$ cat src/hdl/dmq_pkg.sv
// ----------------------------------------------------------------------------
// dmq_pkg
// Shared types, event codes and register indexes of the deferred message queue.
// ----------------------------------------------------------------------------
`default_nettype none

package dmq_pkg;

    localparam int DEF_QUEUE_DEPTH = 8;
    localparam int DEF_CHANNELS    = 2;

    localparam int KIND_W  = 4;
    localparam int FREE_W  = 12;
    localparam int LEN_W   = 8;
    localparam int OVH_W   = 5;
    localparam int EVENT_W = 3;
    localparam int CFG_IDX_W = 3;

    // event codes carried on the result stream
    localparam logic [EVENT_W-1:0] EV_SENT_QUEUED = 3'd0;
    localparam logic [EVENT_W-1:0] EV_SENT_NEW    = 3'd1;
    localparam logic [EVENT_W-1:0] EV_DEFERRED    = 3'd2;
    localparam logic [EVENT_W-1:0] EV_DUPLICATE   = 3'd3;
    localparam logic [EVENT_W-1:0] EV_FULL        = 3'd4;
    localparam logic [EVENT_W-1:0] EV_RETRY_DONE  = 3'd5;

    // configuration register indexes
    localparam logic [CFG_IDX_W-1:0] CFG_HEARTBEAT_LEN      = 3'd0;
    localparam logic [CFG_IDX_W-1:0] CFG_GPS_RAW_LEN        = 3'd1;
    localparam logic [CFG_IDX_W-1:0] CFG_POSITION_LEN       = 3'd2;
    localparam logic [CFG_IDX_W-1:0] CFG_STREAM_REQUEST_LEN = 3'd3;
    localparam logic [CFG_IDX_W-1:0] CFG_FRAME_OVERHEAD     = 3'd4;

    // message kinds with a payload cost
    localparam logic [KIND_W-1:0] KIND_HEARTBEAT      = 4'd0;
    localparam logic [KIND_W-1:0] KIND_GPS_RAW        = 4'd1;
    localparam logic [KIND_W-1:0] KIND_POSITION       = 4'd2;
    localparam logic [KIND_W-1:0] KIND_STREAM_REQUEST = 4'd3;

    // control word handed to every cell of one channel
    typedef struct packed {
        logic              pop;
        logic              push;
        logic [KIND_W-1:0] key;
    } t_cell_ctl;

    // payload cost of the kind under test
    typedef struct packed {
        logic             costed;
        logic [LEN_W-1:0] len;
        logic [OVH_W-1:0] overhead;
    } t_cost;

endpackage

`default_nettype wire

$ cat src/hdl/deferred_message_queue_core.sv
// ----------------------------------------------------------------------------
// deferred_message_queue_core
// Per-channel deferred send queue with duplicate suppression.
// ----------------------------------------------------------------------------
// Usage:
//   s_axis carries one request per transaction: tuser = {channel, op},
//   tdata = {free_space, msg_kind}. m_axis returns the events of that request,
//   tuser = event code, tdata = kind, tlast on the final event.
//   The cfg channel writes payload lengths and frame overhead (always ready);
//   write it only while no request is in flight.
// Sequence:
//   One request at a time. The sequencer accepts a request and pops each
//   drained queue entry in turn; a retry then ends at the drain check, while
//   an offer runs through the drain check, match capture and decision.
//   The drain walk pops one head cell per cycle while the output register is free.
// Reset:
//   Synchronous active-low reset empties every queue and restores the default
//   lengths. Queue contents themselves are not cleared.
// Stall:
//   Results sit in a single output register; the sequencer holds while it is
//   full and m_axis_tready is low. A new request is taken while the final
//   result of the previous one still waits.
// ----------------------------------------------------------------------------
`default_nettype none

module deferred_message_queue_core
    import dmq_pkg::*;
#(
    parameter int QUEUE_DEPTH = DEF_QUEUE_DEPTH,
    parameter int CHANNELS    = DEF_CHANNELS
) (
    input  wire logic                 i_clk,
    input  wire logic                 i_rst_n,
    input  wire logic                 s_axis_tvalid,
    output logic                      s_axis_tready,
    input  wire logic [15:0]          s_axis_tdata,   // msg_kind[3:0], free_space[15:4]
    input  wire logic [1:0]           s_axis_tuser,   // op[0], channel[1]
    output logic                      m_axis_tvalid,
    input  wire logic                 m_axis_tready,
    output logic [7:0]                m_axis_tdata,   // kind[3:0], zero[7:4]
    output logic [EVENT_W-1:0]        m_axis_tuser,   // event_res[2:0]
    output logic                      m_axis_tlast,
    input  wire logic                 i_cfg_valid,
    output logic                      o_cfg_ready,
    input  wire logic [CFG_IDX_W-1:0] i_cfg_index,
    input  wire logic [LEN_W-1:0]     i_cfg_data
);

    localparam int CH_W = (CHANNELS > 1) ? $clog2(CHANNELS) : 1;

    localparam logic [1:0] S_IDLE   = 2'd0;
    localparam logic [1:0] S_DRAIN  = 2'd1;
    localparam logic [1:0] S_SCAN   = 2'd2;
    localparam logic [1:0] S_DECIDE = 2'd3;

    logic [1:0]        r_state,  n_state;
    logic              r_op;
    logic [CH_W-1:0]   r_ch;
    logic [KIND_W-1:0] r_key;
    logic [FREE_W-1:0] r_free,   n_free;
    logic              r_m_valid, n_m_valid;
    logic [EVENT_W-1:0] r_m_event, n_m_event;
    logic [KIND_W-1:0] r_m_kind, n_m_kind;
    logic              r_m_last, n_m_last;

    logic [KIND_W-1:0]      w_kind  [CHANNELS][QUEUE_DEPTH];
    logic [QUEUE_DEPTH-1:0] w_valid [CHANNELS];
    logic [QUEUE_DEPTH-1:0] w_match [CHANNELS];
    t_cell_ctl              w_ctl   [CHANNELS];

    logic              w_slot_free;
    logic [KIND_W-1:0] w_head_kind;
    logic              w_head_valid;
    logic              w_empty;
    logic              w_full;
    logic              w_dup;
    logic [KIND_W-1:0] w_lookup_kind;
    t_cost             w_cost;
    logic              w_fits;
    logic [FREE_W-1:0] w_charge;
    logic              w_pop;
    logic              w_push;

    // ---- configuration and cost lookup ----
    dmq_cfg u_cfg (
        .i_clk       (i_clk),
        .i_rst_n     (i_rst_n),
        .i_cfg_valid (i_cfg_valid),
        .o_cfg_ready (o_cfg_ready),
        .i_cfg_index (i_cfg_index),
        .i_cfg_data  (i_cfg_data),
        .i_kind      (w_lookup_kind),
        .o_cost      (w_cost)
    );

    // ---- cell rows, one per channel ----
    for (genvar c = 0; c < CHANNELS; c++) begin : g_ch
        assign w_ctl[c].pop  = w_pop  && (r_ch == CH_W'(c));
        assign w_ctl[c].push = w_push && (r_ch == CH_W'(c));
        assign w_ctl[c].key  = r_key;

        for (genvar i = 0; i < QUEUE_DEPTH; i++) begin : g_cell
            logic              w_prev_valid;
            logic [KIND_W-1:0] w_next_kind;
            logic              w_next_valid;

            if (i == 0) begin : g_first
                assign w_prev_valid = 1'b1;
            end else begin : g_mid
                assign w_prev_valid = w_valid[c][i-1];
            end

            if (i == QUEUE_DEPTH - 1) begin : g_last
                assign w_next_kind  = '0;
                assign w_next_valid = 1'b0;
            end else begin : g_inner
                assign w_next_kind  = w_kind[c][i+1];
                assign w_next_valid = w_valid[c][i+1];
            end

            dmq_cell u_cell (
                .i_clk        (i_clk),
                .i_rst_n      (i_rst_n),
                .i_ctl        (w_ctl[c]),
                .i_prev_valid (w_prev_valid),
                .i_next_kind  (w_next_kind),
                .i_next_valid (w_next_valid),
                .o_kind       (w_kind[c][i]),
                .o_valid      (w_valid[c][i]),
                .o_match      (w_match[c][i])
            );
        end
    end

    // ---- selected channel view ----
    assign w_head_kind  = w_kind[r_ch][0];
    assign w_head_valid = w_valid[r_ch][0];
    assign w_empty      = !w_valid[r_ch][0];
    assign w_full       = w_valid[r_ch][QUEUE_DEPTH-1];
    assign w_dup        = |w_match[r_ch];

    assign w_slot_free   = !r_m_valid || m_axis_tready;
    assign w_lookup_kind = (r_state == S_DRAIN) ? w_head_kind : r_key;
    assign w_fits        = !w_cost.costed || (r_free >= FREE_W'(w_cost.len));
    assign w_charge      = FREE_W'(w_cost.len) + FREE_W'(w_cost.overhead);

    assign w_pop  = (r_state == S_DRAIN) && w_slot_free && w_head_valid && w_fits;
    assign w_push = (r_state == S_DECIDE) && w_slot_free && !w_dup
                    && !(w_empty && w_fits) && !w_full;

    // ---- sequencer ----
    always_comb begin
        n_state   = r_state;
        n_free    = r_free;
        n_m_valid = r_m_valid && !m_axis_tready;
        n_m_event = r_m_event;
        n_m_kind  = r_m_kind;
        n_m_last  = r_m_last;

        case (r_state)
            S_IDLE: begin
                if (s_axis_tvalid) begin
                    n_state = S_DRAIN;
                    n_free  = s_axis_tdata[15:4];
                end
            end
            S_DRAIN: begin
                if (w_slot_free) begin
                    if (w_head_valid && w_fits) begin
                        // send the head and charge payload plus overhead
                        n_m_valid = 1'b1;
                        n_m_event = EV_SENT_QUEUED;
                        n_m_kind  = w_head_kind;
                        n_m_last  = 1'b0;
                        if (w_cost.costed) begin
                            n_free = (r_free > w_charge) ? r_free - w_charge : '0;
                        end
                    end else if (r_op) begin
                        n_m_valid = 1'b1;
                        n_m_event = EV_RETRY_DONE;
                        n_m_kind  = '0;
                        n_m_last  = 1'b1;
                        n_state   = S_IDLE;
                    end else begin
                        n_state = S_SCAN;
                    end
                end
            end
            S_SCAN: begin
                // cells capture their match bits in this cycle
                n_state = S_DECIDE;
            end
            S_DECIDE: begin
                if (w_slot_free) begin
                    n_m_valid = 1'b1;
                    n_m_kind  = r_key;
                    n_m_last  = 1'b1;
                    n_state   = S_IDLE;
                    if (w_dup) begin
                        n_m_event = EV_DUPLICATE;
                    end else if (w_empty && w_fits) begin
                        n_m_event = EV_SENT_NEW;
                    end else if (w_full) begin
                        n_m_event = EV_FULL;
                    end else begin
                        n_m_event = EV_DEFERRED;
                    end
                end
            end
            default: begin
                n_state = S_IDLE;
            end
        endcase
    end

    always_ff @(posedge i_clk) begin
        if (!i_rst_n) begin
            r_state   <= S_IDLE;
            r_m_valid <= 1'b0;
        end else begin
            r_state   <= n_state;
            r_m_valid <= n_m_valid;
        end
    end

    always_ff @(posedge i_clk) begin
        r_free    <= n_free;
        r_m_event <= n_m_event;
        r_m_kind  <= n_m_kind;
        r_m_last  <= n_m_last;
        if (s_axis_tvalid && s_axis_tready) begin
            r_op  <= s_axis_tuser[0];
            r_ch  <= (CHANNELS > 1) ? CH_W'(s_axis_tuser[1]) : '0;
            r_key <= s_axis_tdata[3:0];
        end
    end

    assign s_axis_tready = (r_state == S_IDLE);
    assign m_axis_tvalid = r_m_valid;
    assign m_axis_tdata  = {4'b0000, r_m_kind};
    assign m_axis_tuser  = r_m_event;
    assign m_axis_tlast  = r_m_last;

endmodule

`default_nettype wire

$ cat src/hdl/dmq_cell.sv
// ----------------------------------------------------------------------------
// dmq_cell
// One queue slot: holds a deferred kind, shifts toward the head on a pop.
// ----------------------------------------------------------------------------
`default_nettype none

module dmq_cell
    import dmq_pkg::*;
(
    input  wire logic              i_clk,
    input  wire logic              i_rst_n,
    input  wire t_cell_ctl         i_ctl,
    input  wire logic              i_prev_valid,
    input  wire logic [KIND_W-1:0] i_next_kind,
    input  wire logic              i_next_valid,
    output logic [KIND_W-1:0]      o_kind,
    output logic                   o_valid,
    output logic                   o_match
);

    logic [KIND_W-1:0] r_kind;
    logic              r_valid;
    logic              r_match;

    // valid bits form a thermometer code: the first empty slot takes a push
    always_ff @(posedge i_clk) begin
        if (!i_rst_n) begin
            r_valid <= 1'b0;
            r_match <= 1'b0;
        end else begin
            r_match <= r_valid && (r_kind == i_ctl.key);
            if (i_ctl.pop) begin
                r_valid <= i_next_valid;
            end else if (i_ctl.push && !r_valid && i_prev_valid) begin
                r_valid <= 1'b1;
            end
        end
    end

    always_ff @(posedge i_clk) begin
        if (i_ctl.pop) begin
            r_kind <= i_next_kind;
        end else if (i_ctl.push && !r_valid && i_prev_valid) begin
            r_kind <= i_ctl.key;
        end
    end

    assign o_kind  = r_kind;
    assign o_valid = r_valid;
    assign o_match = r_match;

endmodule

`default_nettype wire

$ cat src/hdl/dmq_cfg.sv
// ----------------------------------------------------------------------------
// dmq_cfg
// Payload length and frame overhead registers with the per-kind cost lookup.
// ----------------------------------------------------------------------------
`default_nettype none

module dmq_cfg
    import dmq_pkg::*;
(
    input  wire logic                 i_clk,
    input  wire logic                 i_rst_n,
    input  wire logic                 i_cfg_valid,
    output logic                      o_cfg_ready,
    input  wire logic [CFG_IDX_W-1:0] i_cfg_index,
    input  wire logic [LEN_W-1:0]     i_cfg_data,
    input  wire logic [KIND_W-1:0]    i_kind,
    output t_cost                     o_cost
);

    logic [LEN_W-1:0] r_heartbeat_len;
    logic [LEN_W-1:0] r_gps_raw_len;
    logic [LEN_W-1:0] r_position_len;
    logic [LEN_W-1:0] r_stream_request_len;
    logic [OVH_W-1:0] r_frame_overhead;

    assign o_cfg_ready = 1'b1;

    always_ff @(posedge i_clk) begin
        if (!i_rst_n) begin
            r_heartbeat_len      <= 8'd9;
            r_gps_raw_len        <= 8'd30;
            r_position_len       <= 8'd28;
            r_stream_request_len <= 8'd6;
            r_frame_overhead     <= 5'd8;
        end else if (i_cfg_valid) begin
            case (i_cfg_index)
                CFG_HEARTBEAT_LEN:      r_heartbeat_len      <= i_cfg_data;
                CFG_GPS_RAW_LEN:        r_gps_raw_len        <= i_cfg_data;
                CFG_POSITION_LEN:       r_position_len       <= i_cfg_data;
                CFG_STREAM_REQUEST_LEN: r_stream_request_len <= i_cfg_data;
                CFG_FRAME_OVERHEAD:     r_frame_overhead     <= i_cfg_data[OVH_W-1:0];
                default: ;
            endcase
        end
    end

    always_comb begin
        o_cost.overhead = r_frame_overhead;
        o_cost.costed   = 1'b1;
        case (i_kind)
            KIND_HEARTBEAT:      o_cost.len = r_heartbeat_len;
            KIND_GPS_RAW:        o_cost.len = r_gps_raw_len;
            KIND_POSITION:       o_cost.len = r_position_len;
            KIND_STREAM_REQUEST: o_cost.len = r_stream_request_len;
            default: begin
                o_cost.len    = '0;
                o_cost.costed = 1'b0;
            end
        endcase
    end

endmodule

`default_nettype wire

$ cat config.mk
export PLATFORM = sky130hd
export DESIGN_NAME = deferred_message_queue_core
export DESIGN_NICKNAME = d
export VERILOG_FILES = /design/src/hdl/dmq_pkg.sv /design/src/hdl/deferred_message_queue_core.sv /design/src/hdl/dmq_cell.sv /design/src/hdl/dmq_cfg.sv
export SDC_FILE = /design/constraint.sdc
export NUM_CORES = 1
export LEC_CHECK = 0
export BUFFER_PORTS_ARGS = -buffer_cell sky130_fd_sc_hd__buf_4
export CAP_MARGIN = 20
export CORE_MARGIN = 8
export CORE_UTILIZATION = 61
export DETAILED_ROUTE_END_ITERATION = 6
export PLACE_DENSITY = 0.79
export SLEW_MARGIN = 20
export SYNTH_ARGS = -nofsm -noshare
export SYNTH_HDL_FRONTEND = slang
export SYNTH_SLANG_ARGS = --single-unit
export TNS_END_PERCENT = 10
$ cat constraint.sdc
create_clock -name i_clk -period 7.7 [get_ports i_clk]
set_input_delay 0.385 -clock i_clk [delete_from_list [all_inputs] [get_ports i_clk]]
set_output_delay 0.385 -clock i_clk [all_outputs]
set_load 0.02 [all_outputs]
==> results of run 1 <==
## sequential cells by signal, indices dropped and copies added, names as in the netlist, 8 cells and up, named ones only
name and flops:
u_cfg.r_position_len 8, u_cfg.r_gps_raw_len 8, g_ch.g_cell.u_cell.o_match 16, g_ch.g_cell.u_cell.o_kind 64, g_ch.g_cell.u_cell.o_valid 16, r_free 12
u_cfg.r_heartbeat_len 8, u_cfg.r_stream_request_len 8
## metal layers
| layer | wire length (um) | vias up | GRT usage [%] | part of all wire (%) |
|---|---|---|---|---|
| li1 | - | 3052 | - | - |
| met1 | 7830 | 3133 | 25.7 | 40 |
| met2 | 9910 | 275 | 38.3 | 51 |
| met3 | 1220 | 52 | 5.30 | 6.3 |
| met4 | 593 | 0 | 10.9 | 3.0 |
| met5 | 0 | - | 0 | 0 |
## power by group
| part | leakage, nW | switching (mW) | internal [mW] |
|---|---|---|---|
| registers | 1.39 | 0.0157 | 0.929 |
| clock network | 0.288 | 0.335 | 0.540 |
| logic | 1.97 | 0.148 | 0.0996 |
## critical path: stages, from the launching register on
cell and delay [ps]:
edfxtp_1 760, mux2_2 440, mux2i_1 190, a21oi_1 190, a22o_1 300, a221oi_1 300
inv_1 140, fa_1 470, a21oi_1 160, nor2_1 50, nor2_1 140, inv_1 60
a21oi_1 170, nor2_1 70, xor2_1 160, ha_1 330, or2_2 300, a21oi_1 170
nand3b_1 200, nand2_1 70, o21ai_1 540, o21ai_0 210
## through the flow
stage | cell area, um2 | cells | hold slack [ps] | util, %
after floorplan | 8280 | 863 | 441 | -
after global placement | 8620 | 1036 | 451 | 65.1
after detailed placement | 8620 | 1036 | 457 | 65.1
after CTS | 9220 | 1068 | 115 | 69.6
after global routing | 9220 | 1068 | 108 | 69.6
final | 9220 | 1068 | 124 | 69.6
## logic make-up (layout without fill, tap and decap cells)
family	after synthesis	count (layout)
mux	17	17
buf+inv	73	102
fa+ha+maj	24	24
flops	162	162
other cells	2	5
compound gates	192	192
simple gates	317	317
xor+xnor	73	73
## Yosys cell counts (all sizes together) (20+ instances only)
| cell | instances |
|---|---|
| nor2 | 30 |
| o21ai | 44 |
| buf | 28 |
| inv | 20 |
| xnor2 | 22 |
| ha | 22 |
| a21boi | 23 |
| edfxtp | 82 |
| xor2 | 51 |
| dfxtp | 80 |
| nand2 | 178 |
| nand3 | 35 |
| clkbuf | 25 |
| a21oi | 39 |
| a21o | 34 |
## layout make-up
type,instances,area (um2)
Clock buffer,21,440
Clock inverter,11,161
Fill cell,1025,4020
Inverter,20,75.1
Multi-Input combinational cell,628,3890
Sequential cell,162,4060
Tap cell,176,220
Timing Repair Buffer,50,375
## final timing paths
check / from / endpoint / slack (ps)
max: r_ch / r_free[4] / 1960
min: s_axis_tdata[2] / r_key[2] / 120
max reg2reg: r_ch / r_free[4] / 1960
min reg2reg: u_cfg.r_position_len[7] / u_cfg.r_position_len[7] / 470
==> metrics.txt, run 1 <==
Final WS setup=1960 ps; Placeable Area=13200 um2; Hold Violations, Final=0; final critical-path required period=5740 ps; Setup TNS=0 ps; total wire length=19600 um; Max Cap Violations=0; Simple-Gate Fraction of Synth Area=17.3%; Clock Latency Late Sink=430 ps; routability cong.=0.864; # resized after CTS=0; leak pwr=3.65 nW; Synth Area in Compound Gates=15.7%; Top Ports=49; Hold Path Class=primary input to register; Critical Path End Type=register; slew margin rel.=40.0%; post-synthesis mux area share=2.12%; Yosys cell types=61; DR vias/cell=6.10; VDD IR max=0.237 mV; CTS Hold Bufs=0; Tot Pwr=2.07 mW; TritonCTS clock tree=built; GRT Util Overall=22.4%; pwr dens=224 nW/um2; Max Clock Skew=8.43 ps; Die Y=132 um; maximum root-to-sink buffer count=2; fin nets=937; antenna violations before repair=0; most frequent cells in the layout=nand2_1 (177), edfxtp_1 (82), dfxtp_1 (80); drt drc=0; status=completed; initial DRC count=628; first-pass GRT wire length=31600 um; post-DP HPWL=13400 um; post-route clock period utilization=74.5%; Max Slew Vio Count=0; crit path kind=register to register; vias in the first global route=6349; Post-CTS Repair Setup Buffers=0; Yosys reg bits=162; chip width=132 um; EDFF count, synth=82; post-synth top area share=29.8%; Row Count=42; Area Overhead vs Synth=11.6%; clock sink count=162; Hold Crit Depth=1; RSZ-0062 raised after global routing=no; final setup fails=0; Post-Place Setup Slack=2040 ps; PortBufs=43; Syn Area/Cell=9.61 um2; asr flop ratio synth=0%; Top FF cell, synth=edfxtp_1; total gr overflow=0; CTS H-tree depth=4; starting density of the core=62.4%; Synth area leader=edfxtp_1; post-synthesis xor/xnor area fraction=7.74%; Post-DRT Antenna Nets=0; synth top area cells=edfxtp_1 (30%), dfxtp_1 (19%), nand2_1 (8.0%); pin count of the biggest net entering global routing=73; CTS Buf Count=17; Data required, critical path=7850 ps; Arrival @ worst endpoint=5880 ps; Post-Synth Adder-Cell Area=3.82%; synthesized area=8260 um2; number of diodes=0; Slew @ Worst Pin=900 ps; Worst Path Max Fanout=19; die area=17500 um2; CP Launch Type=register; vias=6512; clock transition at the registers of the reported paths=70 ps; Synth Warn #=0; reg2reg path depth=21; CTS root buf=clkbuf_16; post-synthesis sequential area ratio=49.2%; DR WL/cell=18.3 um; largest family of logic cells by synthesized area=simple AND/OR/NAND/NOR gates; gate count after technology mapping=860; max frequency=174 MHz; share of cells above drive strength 1=10.2%; DRT Pass-1 Iters=6; most common cell after layout, fill and taps aside=nand2_1
Note: power is estimated with default switching activity, not from simulation.
==> run 2: changes to the inputs <==
- CORE_UTILIZATION: 61 -> 55
- PLACE_DENSITY: 0.79 -> 0.75
- clock period: 7.7 -> 4.6 ns (I/O delays scaled with it)
==> run 2 against run 1 <==
Net effect: the run now ends with negative setup slack left; utilization is 2.7 points lower; combinational power is 110% higher; clock skew hardly changed; worst setup slack worse by 2000 ps; register-to-register slack worse by 2000 ps; sequential cell count stayed put; largest cell class is now multi-input combinational cells; largest power group unchanged; highest routed layer unchanged.
==> metrics.txt, run 2 (synthesis gave the netlist of run 1 again) <==
status=finished with violations; failing checks=negative setup slack; Setup TNS=-12.8 ps; CP Depth=25; first-pass GRT wire length=32000 um; non-filler cells, final=1149; most frequent cells in the layout=nand2_1 (171), buf_4 (107), edfxtp_1 (82); final critical-path required period=4610 ps; Critical Path End Type=register; CP Launch Type=register; Data required, critical path=4780 ps; share of cells above drive strength 1=20.5%; die area=19200 um2; CP max stage cell=edfxtp_1; CTS H-tree depth=4; Final WS setup=-7.87 ps; FILL cells=1144; CTS Buf Count=17; reg2reg path depth=25; post-route clock period utilization=100%; DR WL/cell=17.8 um; Hold Path Class=primary input to register; pin count of the biggest net entering global routing=73; crit path kind=register to register; CP delay by family, top=compound AO/OA/AOI/OAI gates; slew margin rel.=35.9%; total gr overflow=0; chip width=139 um; drt drc=0; Max Slew Vio Count=0; Post-DRT Antenna Nets=0; Slew @ Worst Pin=961 ps; CP max stage delay=440 ps; GRT Util Overall=20.7%; PortBufs=43; fin nets=1006; Max Cap Violations=0; Post-Place Setup Slack=-221 ps; FF-to-FF Start=r_ch; max reg flops=64; Critical Path Source=r_ch; Max Clock Skew=8.45 ps; DRT Pass-1 Iters=6; CTS root buf=clkbuf_16; VDD IR max=0.275 mV; vias=6599; pwr dens=340 nW/um2; DR vias/cell=5.74; FF-to-FF setup slack=-8 ps; Hold Violations, Final=0; max frequency=217 MHz; Arrival @ worst endpoint=4790 ps; Worst Path Max Fanout=8; Area Overhead vs Synth=20.8%; routability cong.=0.883; Placeable Area=14900 um2; total wire length=20400 um; reg-to-reg endpoint=r_free[3]; antenna violations before repair=0; Die Y=139 um; Clock Latency Late Sink=430 ps; RSZ-0062 raised after global routing=yes; leak pwr=4.00 nW; buffers plus inverters on the worst setup path=7; vias in the first global route=6435; initial DRC count=554; CP endpoint=r_free[3]; Row Count=45; Placed Cells=1101; most common cell after layout, fill and taps aside=nand2_1; Top Ports=49; TritonCTS clock tree=built; maximum root-to-sink buffer count=2; clock sink count=162; post-DP HPWL=13700 um; final setup fails=4; clock transition at the registers of the reported paths=60 ps; starting density of the core=55.4%; number of diodes=0
run 2: cell count changes in the layout (fill, tap and decap cells not counted), sizes merged:
cell,delta
clkbuf,+2
dlygate4sd3,+6
buf,+63
clkinv,-1
clkinvlp,+2
bufinv,-3
run 2: repair_timing:
| action | CTS | global route |
|---|---|---|
| gates resized for setup | 10 | 57 |
| setup buffers | 0 | 10 |
| hold endpoints to repair | 6 | 0 |
| hold buffers | 6 | 0 |
| pin swaps | 1 | 34 |
| endpoints found under the setup margin | 33 | 107 |
| gates cloned | 0 | 0 |
run 2: power by group:
group          internal (mW)  switching [mW]  leakage (nW)
logic                  0.237           0.283          2.36
clock network          0.742           0.556         0.249
registers               1.56          0.0238          1.39
total                   2.53           0.862          4.00
run 2: how the worst min path moves through the flow:
stage | start | slack [ps] | to | depth (start not counted)
2_1_floorplan | s_axis_tuser[1] | 330 | r_ch | 0
3_3_place_gp | s_axis_tdata[2] | 410 | r_key[2] | 1
3_5_place_dp | s_axis_tuser[0] | 410 | r_op | 1
4_1_cts | i_cfg_data[2] | 40 | u_cfg.r_position_len[2] | 3
5_1_grt | i_cfg_data[0] | 60 | u_cfg.r_heartbeat_len[0] | 3
6_report | i_cfg_data[2] | 60 | u_cfg.r_position_len[2] | 3
run 2: worst min-delay path: stages:
cell and delay (ps):
buf_4 110, nand2_1 50, nand3_1 70
run 2: layer usage:
layer  up-vias  GRT usage, %  wire length [um]
met5         -             0                 0
met4         0          10.7               749
met3        53          4.66               970
met2       185          35.6             10500
met1      3160          23.5              8150
li1       3201             -                 -
run 2: area by class of cell:
| class | count | area, um2 | share of cell area [%] |
|---|---|---|---|
| well taps | 188 | 235 | 2.36 |
| flip-flops and latches | 162 | 4060 | 40.7 |
| clock inverters | 9 | 83.8 | 0.839 |
| inverters | 20 | 75.1 | 0.752 |
| clock buffers | 23 | 448 | 4.49 |
| repair buffers | 119 | 940 | 9.41 |
| multi-input cells | 628 | 4140 | 41.5 |
run 2: stage by stage:
stage,area [um2],hold slack [ps],utilization [%],power [mW]
global route,9990,63.8,66.9,3.53
global placement,9050,409,60.7,2.05
CTS,9690,42.2,65.0,3.37
floorplan,8280,329,-,1.90
finish,9990,62.6,66.9,3.40
detailed placement,9050,410,60.7,2.06
==> run 3: changes to the inputs <==
- ABC_AREA: default -> 0
- HOLD_SLACK_MARGIN: default -> 0.15
==> run 3 against run 2 <==
Net effect: the flow now finishes without violations; fmax is 0.19% higher; die area stayed put; non-clock buffer count is 21 higher; hold slack better by 150 ps; critical path depth is 1 lower; critical endpoint unchanged; largest power group unchanged; highest routed layer unchanged.
==> metrics.txt, run 3 (synthesis gave the netlist of run 1 again) <==
GRT Util Overall=20.8%; post-route clock period utilization=100%; first-pass GRT wire length=32300 um; pwr dens=335 nW/um2; DRT Pass-1 Iters=7; post-DP HPWL=13700 um; most frequent cells in the layout=nand2_1 (171), buf_4 (107), edfxtp_1 (82); number of diodes=0; clock share of power=38.1%; area of the multi-input gates=4140 um2; Placed Cells=1101; worst-path cell chain=buf_6 -> nor3b_4 -> o211ai_1 -> a21oi_2 -> a22o_1 -> a221oi_2 -> inv_1 -> buf_4 -> ha_1 -> a21o_1 -> a21oi_2 -> o21bai_1 -> a21oi_2 -> nor3_1 -> xor2_1 -> ha_1 -> nor3_2 -> o211ai_1 -> nand3b_1 -> buf_4 -> nand2_2 -> o21ai_2 -> buf_6 -> o31ai_1; final setup fails=0; most common cell after layout, fill and taps aside=nand2_1; CP max stage delay=440 ps; Comb power frac=15.7%; pin count of the biggest net entering global routing=73; DR WL/cell=17.6 um; Tot Pwr=3.41 mW; Hold Violations, Final=0; CP Launch Type=register; slew margin rel.=34.5%; Hold Path Class=primary input to register; max reg flops=64; crit path kind=register to register; cell internal pwr=2.55 mW; chip width=139 um; Max Cap Violations=0; Row Count=45; status=completed; Setup TNS=0 ps; routability cong.=0.883; total gr overflow=0; CP max stage cell=edfxtp_1; clock sink count=162; CTS Buf Count=17; non-filler cells, final=1170; leak pwr=4.08 nW; Clock Latency Late Sink=430 ps; Hold Crit Depth=3; Placeable Area=14900 um2; share of cells above drive strength 1=20.1%; RSZ-0062 raised after global routing=yes; die area=19200 um2; total wire length=20600 um; CTS root buf=clkbuf_16; Top Ports=49; fin nets=1027; Die Y=139 um; Post-DRT Antenna Nets=0; CTS H-tree depth=4; reg2reg path depth=24; most frequent CP cell=a21oi_2; VDD IR max=0.275 mV; DR vias/cell=5.70; vias=6672; Data required, critical path=4780 ps; Worst Path Max Fanout=8; final critical-path required period=4600 ps; starting density of the core=55.4%; Area Overhead vs Synth=23.4%; antenna violations before repair=0; Reg power frac=46.3%; post-route cell area=10200 um2; Net Switching=0.868 mW; Switching Fraction=25.4%; Slew @ Worst Pin=983 ps; vias in the first global route=6517; Arrival @ worst endpoint=4780 ps; TritonCTS clock tree=built; FILL cells=1112; Critical Path End Type=register; Max Slew Vio Count=0; max frequency=217 MHz; Max Clock Skew=7.95 ps; clock transition at the registers of the reported paths=60 ps; initial DRC count=552; storage element area=4060 um2; placed instance area=9050 um2; PortBufs=43; drt drc=0; maximum root-to-sink buffer count=2
## run 3: layout make-up
type | count | area share, %
clock inverters | 9 | 0.822
inverters | 20 | 0.736
clock buffers | 23 | 4.39
repair buffers | 140 | 11.3
well taps | 188 | 2.31
flip-flops and latches | 162 | 39.9
multi-input cells | 628 | 40.6
## run 3: power by group through the flow
stage,sequential (mW),combinational (mW),clock (mW)
2_1_floorplan,1.60,0.304,0
3_3_place_gp,1.61,0.448,0
3_5_place_dp,1.61,0.458,0
4_1_cts,1.58,0.486,1.32
5_1_grt,1.58,0.584,1.38
6_report,1.58,0.534,1.30
## run 3: metal layers
metal / vias to the layer above / part of all wire (%) / global-route usage, %
li1: 3240 / - / -
met1: 3190 / 40 / 23.7
met2: 186 / 52 / 36.0
met3: 56 / 4.5 / 4.59
met4: 0 / 3.7 / 10.7
met5: - / 0 / 0
## run 3: timing repair
action                                  in CTS  in global routing
gates resized for setup                     10                 57
hold buffers                                27                  0
pin swaps                                    1                 34
endpoints found under the hold margin       56                  0
setup buffers                                0                 10
endpoints found under the setup margin      33                107
cloned                                       0                  0
## run 3: worst paths after layout
kind                                   end                      from  slack, ps
hold / removal               m_axis_tvalid             m_axis_tready        210
hold reg to reg   u_cfg.r_heartbeat_len[5]  u_cfg.r_heartbeat_len[5]        470
setup / recovery                 r_free[3]                      r_ch          1
setup reg to reg                 r_free[3]                      r_ch          1
## run 3: metrics by stage
| stage | hold WS, ps | utilization, % | worst slack, ps |
|---|---|---|---|
| after floorplan | 329 | - | -58.8 |
| after global placement | 409 | 60.7 | -62.8 |
| after detailed placement | 410 | 60.7 | -221 |
| after CTS | 187 | 66.4 | -50.4 |
| after global routing | 220 | 68.3 | -285 |
| final | 213 | 68.3 | 0.969 |
## run 3: critical path: cells and delay by family (launching register included)
kind	cells	cell delay, ps
and+or+nand+nor	5	630
AOI/OAI and AO/OA	11	1870
DFF	1	440
buffers and inverters	5	690
adders and majority gates	2	540
xor gates and xnor gates	1	160
